**config.mk**
```make
export PLATFORM = sky130hd
export DESIGN_NAME = twst_ctrl
export DESIGN_NICKNAME = d
export VERILOG_FILES = /design/src/design/assert_macros.svh /design/src/design/twst_pkg.sv /design/src/design/twst_ctrl.sv
export SDC_FILE = /design/constraint.sdc
export NUM_CORES = 1
export LEC_CHECK = 0
export BUFFER_PORTS_ARGS = -buffer_cell sky130_fd_sc_hd__buf_4
export CORE_AREA = 2 2 39 41
export DETAILED_ROUTE_END_ITERATION = 10
export DIE_AREA = 0 0 41 43
export GPL_TIMING_DRIVEN = 0
export PLACE_DENSITY = 0.35
export SYNTH_ARGS = -nofsm -noshare
export SYNTH_HDL_FRONTEND = slang
export SYNTH_SLANG_ARGS = --single-unit
```
**constraint.sdc**
```tcl
create_clock -name clk -period 2 [get_ports clk]
set_input_delay 0.4 -clock clk [delete_from_list [all_inputs] [get_ports clk]]
set_output_delay 0.4 -clock clk [all_outputs]
set_load 0.01 [all_outputs]
```
**src/design/assert_macros.svh**
```systemverilog
// Assertion macros shared by the temporal window sum threshold design.
// Included by twst_datapath, the module that carries concurrent assertions; needs clk and rst_n in scope.
`ifndef ASSERT_MACROS_SVH
`define ASSERT_MACROS_SVH

// Checked on every rising edge of clk once reset has been released.
`define TWST_ASSERT(label, prop, msg) \
    label: assert property (@(posedge clk) disable iff (!rst_n) prop) \
    else $error(msg);

// Checked on every rising edge of clk, including while reset is held.
`define TWST_ASSERT_ALWAYS(label, prop, msg) \
    label: assert property (@(posedge clk) prop) \
    else $error(msg);

`endif

```
**src/design/twst_pkg.sv**
```systemverilog
// Shared constants, types and codes for the temporal window sum threshold block.
// Used by twst_ctrl, twst_datapath and temporal_window_sum_threshold; depends on nothing.
package twst_pkg;

    // Sizing of the history ring and the frame.
    localparam int MAX_LENGTH = 16;
    localparam int MAX_PIXELS = 65536;

    // Fixed field widths.
    localparam int PIX_W      = 8;
    localparam int PIX_MAX    = 255;
    localparam int WL_FIELD_W = 5;
    localparam int TH_W       = 5;
    localparam int FP_FIELD_W = 17;
    localparam int CFG_W      = 17;
    localparam int REG_IDX_W  = 2;

    // Widths derived from the sizing constants.
    localparam int LEN_W   = $clog2(MAX_LENGTH + 1);
    localparam int SLOT_W  = (MAX_LENGTH > 1) ? $clog2(MAX_LENGTH) : 1;
    localparam int WRAP_W  = LEN_W + 1;
    localparam int POS_W   = (MAX_PIXELS > 1) ? $clog2(MAX_PIXELS) : 1;
    localparam int FP_W    = $clog2(MAX_PIXELS + 1);
    localparam int HIST_AW = SLOT_W + POS_W;
    localparam int SUM_W   = $clog2(MAX_LENGTH * PIX_MAX + 1);
    localparam int THR_P_W = TH_W + PIX_W;
    localparam int LEN_P_W = LEN_W + PIX_W;
    localparam int CMP_W0  = (THR_P_W > LEN_P_W) ? THR_P_W : LEN_P_W;
    localparam int CMP_W   = (CMP_W0 > SUM_W) ? CMP_W0 : SUM_W;

    // Register reset values, clipped into their legal ranges.
    localparam int WL_RESET = (8 > MAX_LENGTH) ? MAX_LENGTH : 8;
    localparam int TH_RESET = 4;
    localparam int FP_RESET = (65536 > MAX_PIXELS) ? MAX_PIXELS : 65536;

    // Configuration register indexes.
    localparam logic [REG_IDX_W-1:0] REG_WINDOW_LENGTH = 2'd0;
    localparam logic [REG_IDX_W-1:0] REG_THRESHOLD     = 2'd1;
    localparam logic [REG_IDX_W-1:0] REG_FRAME_PIXELS  = 2'd2;

    // Input word opcodes.
    localparam logic OP_PIXEL = 1'b0;
    localparam logic OP_CLEAR = 1'b1;

    // Controller states.
    typedef enum logic [2:0] {
        ST_CLEAR,
        ST_IDLE,
        ST_SUM,
        ST_REPLAY,
        ST_RESULT
    } twst_state_t;

    // Commands from the controller to the datapath.
    typedef struct packed {
        logic capture;     // load a pixel word and start its work
        logic clear_hist;  // clear-history word accepted
        logic clr_step;    // write one zero of the output map sweep
        logic sum_step;    // issue/collect history reads
        logic map_read;    // read the stored output bit
        logic commit;      // finish the word: write memories, load result
    } twst_cmd_t;

    // Status from the datapath to the controller.
    typedef struct packed {
        logic clear_done;
        logic sum_done;
        logic out_free;
    } twst_status_t;

endpackage

```
**src/design/twst_ctrl.sv**
```systemverilog
// Controller state machine of the temporal window sum threshold block.
// Depends on twst_pkg; drives twst_datapath through command and status structs.
module twst_ctrl (
    input  logic                   clk,
    input  logic                   rst_n,
    input  logic                   in_valid,
    output logic                   in_stall,
    input  logic                   opcode,
    input  logic                   static_frame,
    input  twst_pkg::twst_status_t status,
    output twst_pkg::twst_cmd_t    cmd
);

    twst_pkg::twst_state_t state_reg;
    twst_pkg::twst_state_t state_next;

    // State register.
    always_ff @(posedge clk or negedge rst_n)
    begin
        if (!rst_n)
        begin
            state_reg <= twst_pkg::ST_CLEAR;
        end
        else
        begin
            state_reg <= state_next;
        end
    end

    // Next state and commands.
    always_comb
    begin
        state_next = state_reg;
        cmd        = '0;
        in_stall   = 1'b1;
        unique case (state_reg)
            twst_pkg::ST_CLEAR:
            begin
                cmd.clr_step = 1'b1;
                if (status.clear_done)
                begin
                    state_next = twst_pkg::ST_IDLE;
                end
            end
            twst_pkg::ST_IDLE:
            begin
                in_stall = 1'b0;
                if (in_valid)
                begin
                    if (opcode == twst_pkg::OP_CLEAR)
                    begin
                        cmd.clear_hist = 1'b1;
                    end
                    else
                    begin
                        cmd.capture = 1'b1;
                        state_next  = static_frame ? twst_pkg::ST_REPLAY : twst_pkg::ST_SUM;
                    end
                end
            end
            twst_pkg::ST_SUM:
            begin
                cmd.sum_step = 1'b1;
                if (status.sum_done)
                begin
                    state_next = twst_pkg::ST_RESULT;
                end
            end
            twst_pkg::ST_REPLAY:
            begin
                cmd.map_read = 1'b1;
                state_next   = twst_pkg::ST_RESULT;
            end
            twst_pkg::ST_RESULT:
            begin
                if (status.out_free)
                begin
                    cmd.commit = 1'b1;
                    state_next = twst_pkg::ST_IDLE;
                end
            end
            default:
            begin
                state_next = twst_pkg::ST_IDLE;
            end
        endcase
    end

endmodule

```
# == Word level (Yosys, flattened, before mapping) ==
# Cells that the tools add are included.
# word_totals
ff_bits,3
# classes
eq_ne,9
muxes,17
reduce_logical,2
# op_table
cell,n
3-bit two-way mux,5
3-bit case mux with 5 select lines,1
"2-bit inequality test, second input constant",5
1-bit two-way mux,9
"3-bit by 2-bit == test with 1-bit output, second input constant",2
5-bit AND reduction,1
2-bit two-way mux,2
"3-bit by 1-bit == test with 1-bit output, second input constant",1
"3-bit == test, second input constant",1
3-bit zero test,1

# == Depth between registers and ports, before layout ==
# depth
ltp_word,4
depth_mapped,4
depth_no_buf,3

# == Worst setup path before layout ==
# OpenSTA, ideal clock, no wires.
# synth_path
path_kind,register to output
from,reg state_reg[0]
to,out cmd[5] (netlist bit)
stages_incl_launch_ff,4
path_slack_ps,510
required_ps,1600
arrival_time_ps,1090
n_path_buf,0
cell_sequence,dfrtp_1 -> inv_2 -> or3_4 -> nor3b_2
# synth_lines
element,line,source
"start, declared",twst_ctrl.sv:14,twst_pkg::twst_state_t state_reg;
"start signal, assigned",twst_ctrl.sv:22,state_reg <= twst_pkg::ST_CLEAR;
"start signal, assigned",twst_ctrl.sv:26,state_reg <= state_next;
"end, declared",twst_ctrl.sv:11,output twst_pkg::twst_cmd_t cmd

==> impl_results.rst <==
.. list-table::
   :header-rows: 1

   * - Metric
     - Value
   * - Routed len/inst
     - 8.21 um
   * - Number of instances resized during post-cts repair
     - 0
   * - Standard cell with the maximum stage delay on the critical path
     - dfrtp_1
   * - Fraction of final layout cells sized beyond drive strength 1
     - 47.8%
   * - Final critical-path share of the clock period
     - 90.7%
   * - Relative slew margins
     - 84.2%
   * - Number of nets with antenna violations after detailed routing
     - 0
   * - Effective utilization at floorplan
     - 15.6%
   * - Worst R2R Setup Slack
     - 0.94 ns
   * - Endpoint type of the worst setup path
     - output pin
   * - Diode count
     - 0
   * - Clock sink count
     - 3
   * - Inserted Clock Buffers
     - 3
   * - Delay of the slowest cell on the worst path
     - 0.46 ns
   * - Cell depth of the worst min-delay path
     - 2
   * - Largest area contributor in the netlist
     - dfrtp_1
   * - Hold violation count in the final report
     - 0
   * - Synth Net Count
     - 35
   * - Start point of the worst hold path
     - status[0]
   * - Via total after detailed routing
     - 260
   * - Leakage power figure
     - 0.000192 uW
   * - FF-to-FF Start
     - state_reg[0]
   * - Buffer type at the clock tree root
     - clkbuf_4
   * - Die width
     - 41 um
   * - Post-route core utilization
     - 27.2%
   * - Post-Route Setup TNS
     - 0 ns
   * - Detail-routed via count per cell
     - 4.19
   * - Drt drc
     - 0
   * - TritonRoute pass-1 iters
     - 2
   * - MaxCap Viol Count
     - 0
   * - Critical path data arrival time
     - 1.41 ns
   * - DIE HEIGHT
     - 43 um
   * - Achievable Freq
     - 0.551 GHz
   * - Number of buffer cells added on primary ports
     - 14
   * - Clock latency on the worst-skew pair
     - 0.23 ns
   * - Reg2reg end
     - state_reg[0]
   * - Largest net degree at the start of global routing
     - 10
   * - Largest cells by area after synthesis
     - dfrtp_1 (35%), nor2_1 (16%), and4bb_1 (5.8%)
   * - Crit path launch type
     - flop
   * - Deepest level of the CTS H-tree
     - 1
   * - Flip-flop count of the largest register after layout
     - 3
   * - Io pins
     - 15
   * - Vias in the first global route
     - 232
   * - Post-synth top area share
     - 34.9%
   * - Cell chain of the critical path
     - inv_2, or3_4, nor3b_2, buf_4
   * - Cell variety after synth
     - 15
   * - Initial antenna violation count
     - 0
   * - Clock buffer depth
     - 2
   * - Least-Margin Pin Slew
     - 0.234 ns
   * - Global-route wire length before repair
     - 876 um
   * - Area overhead of the layout relative to synthesis
     - 75.0%
   * - Crit Path Max Fanout
     - 8
   * - Number of nets in the layout
     - 55
   * - Clock-pin slew on the worst setup and hold paths
     - 0.04 ns
   * - Worst Setup Path Type
     - flop to output pin
   * - CTS tree
     - built
   * - DP Cell Count
     - 57
   * - Peak supply drop
     - 0.552 mV
   * - Number of violations reported at the end of detailed-routing iteration 0
     - 7
   * - Family with the most delay on the worst path
     - simple AND/OR/NAND/NOR gates
   * - Number of buffers inserted by post-CTS setup repair
     - 0
   * - Yosys reg bits
     - 3
   * - Final wirelength
     - 509 um
   * - Reg2reg path depth
     - 3
   * - Placeable core region
     - 0.00138 mm^2
   * - Setup Skew
     - 0.00324 ns
   * - Outcome
     - complete, no violations
   * - Leftover overflow at the end of global routing
     - 0
   * - Gr usage total
     - 7.55%
   * - Weighted congestion reported at the end of routability-driven placement
     - 0.589
   * - DP Wirelength
     - 422 um
   * - Slew Viols, Final
     - 0
   * - Areal power density over the cells
     - 1150 mW/mm^2
   * - Share of synthesized area occupied by flip-flops and latches
     - 34.9%
   * - # hold bufs at CTS
     - 1
   * - Mapped Cells
     - 27
   * - Number of placement rows
     - 14
   * - Unrepaired setup endpoints after global routing
     - no
   * - Min-Delay Endpoint
     - state_reg[2]
   * - Setup-failing EPs final
     - 0
   * - Ys Warns
     - 0
   * - Post-synthesis instance area
     - 215 um^2
   * - Period minus WS final
     - 1.81 ns
   * - Required time at the endpoint of the critical path
     - 1.60 ns
   * - Non-filler cells, final
     - 62
   * - Buffers & Inverters on Critical Path
     - 2
   * - Die Outline Area
     - 0.00176 mm^2
   * - Worst min-delay path category
     - primary input to flop
   * - Avg Inst Size Synth
     - 7.97 um^2
[stage by stage]
step | cell area (um^2) | setup WS, ns | hold slack [ns] | total power, uW
floorplan | 215 | 0.510 | 0.104 | 239
global placement | 340 | 0.418 | 0.189 | 336
detailed placement | 340 | 0.423 | 0.190 | 333
CTS | 377 | 0.167 | 0.398 | 444
global route | 377 | 0.0409 | 0.404 | 482
finish | 377 | 0.185 | 0.408 | 435
[area by class of cell]
class / count / area [um^2]
Fill cell: 153 / 1010
Multi-Input combinational cell: 22 / 131
Timing Repair Buffer: 15 / 115
Sequential cell: 3 / 75.1
Clock buffer: 4 / 26.3
Tap cell: 16 / 20.0
Buffer: 1 / 5.00
Inverter: 1 / 3.75
[placed cells by master (no fill, tap or decap)]
cell type	count
a21oi_1	2
and3_1	1
and4bb_1	1
buf_2	1
buf_4	14
clkbuf_1	1
clkbuf_4	3
dfrtp_1	3
dlygate4sd3_1	1
inv_2	1
nand2_1	2
nand2b_1	1
nor2_1	9
nor3_1	1
nor3b_2	1
nor4bb_1	1
o22a_2	1
o22ai_1	1
or3_4	1
[cells in the mapped netlist]
library cell and count:
nor2_1 9, dfrtp_1 3, a21oi_1 2, nand2_1 2, and3_1 1, and4bb_1 1, buf_2 1, inv_2 1
nand2b_1 1, nor3_1 1, nor3b_2 1, nor4bb_1 1, o22a_2 1, o22ai_1 1, or3_4 1
[per-layer routing]
metal  up-vias  wire (um)  track usage, %
met5         -          0               0
met4         0          0            4.00
met3         0         37            4.71
met2         6        248            10.3
met1       120        223            8.77
li1        134          -               -
[logic make-up (layout without fill, tap and decap cells)]
family / after synthesis / in the layout / synth area share, %
buffers and inverters: 2 / 21 / 4.07
flip-flops: 3 / 3 / 34.9
AO/OA/AOI/OAI: 4 / 4 / 12.2
AND/OR/NAND/NOR: 18 / 18 / 48.8
[where the power goes]
part           internal (uW)  switching, uW
Clock                   74.7           30.0
Combinational            120           98.9
Sequential              81.4           29.3
Total                    276            158
[how the worst max path moves through the flow]
stage	start	endpoint	slack, ns	cells past startpoint
2_1_floorplan	state_reg[0]	cmd[5]	0.51	3
3_3_place_gp	state_reg[0]	cmd[5]	0.42	4
3_5_place_dp	state_reg[0]	cmd[5]	0.42	4
4_1_cts	state_reg[0]	cmd[5]	0.17	4
5_1_grt	state_reg[0]	cmd[5]	0.04	4
6_report	state_reg[0]	cmd[5]	0.19	4
[worst register-to-register path, cell delays in order, from the launching register on]
cell	delay (ns)
dfrtp_1	0.46
and4bb_1	0.23
nor2_1	0.04
o22a_2	0.22
(Power assumes the default switching activity.)
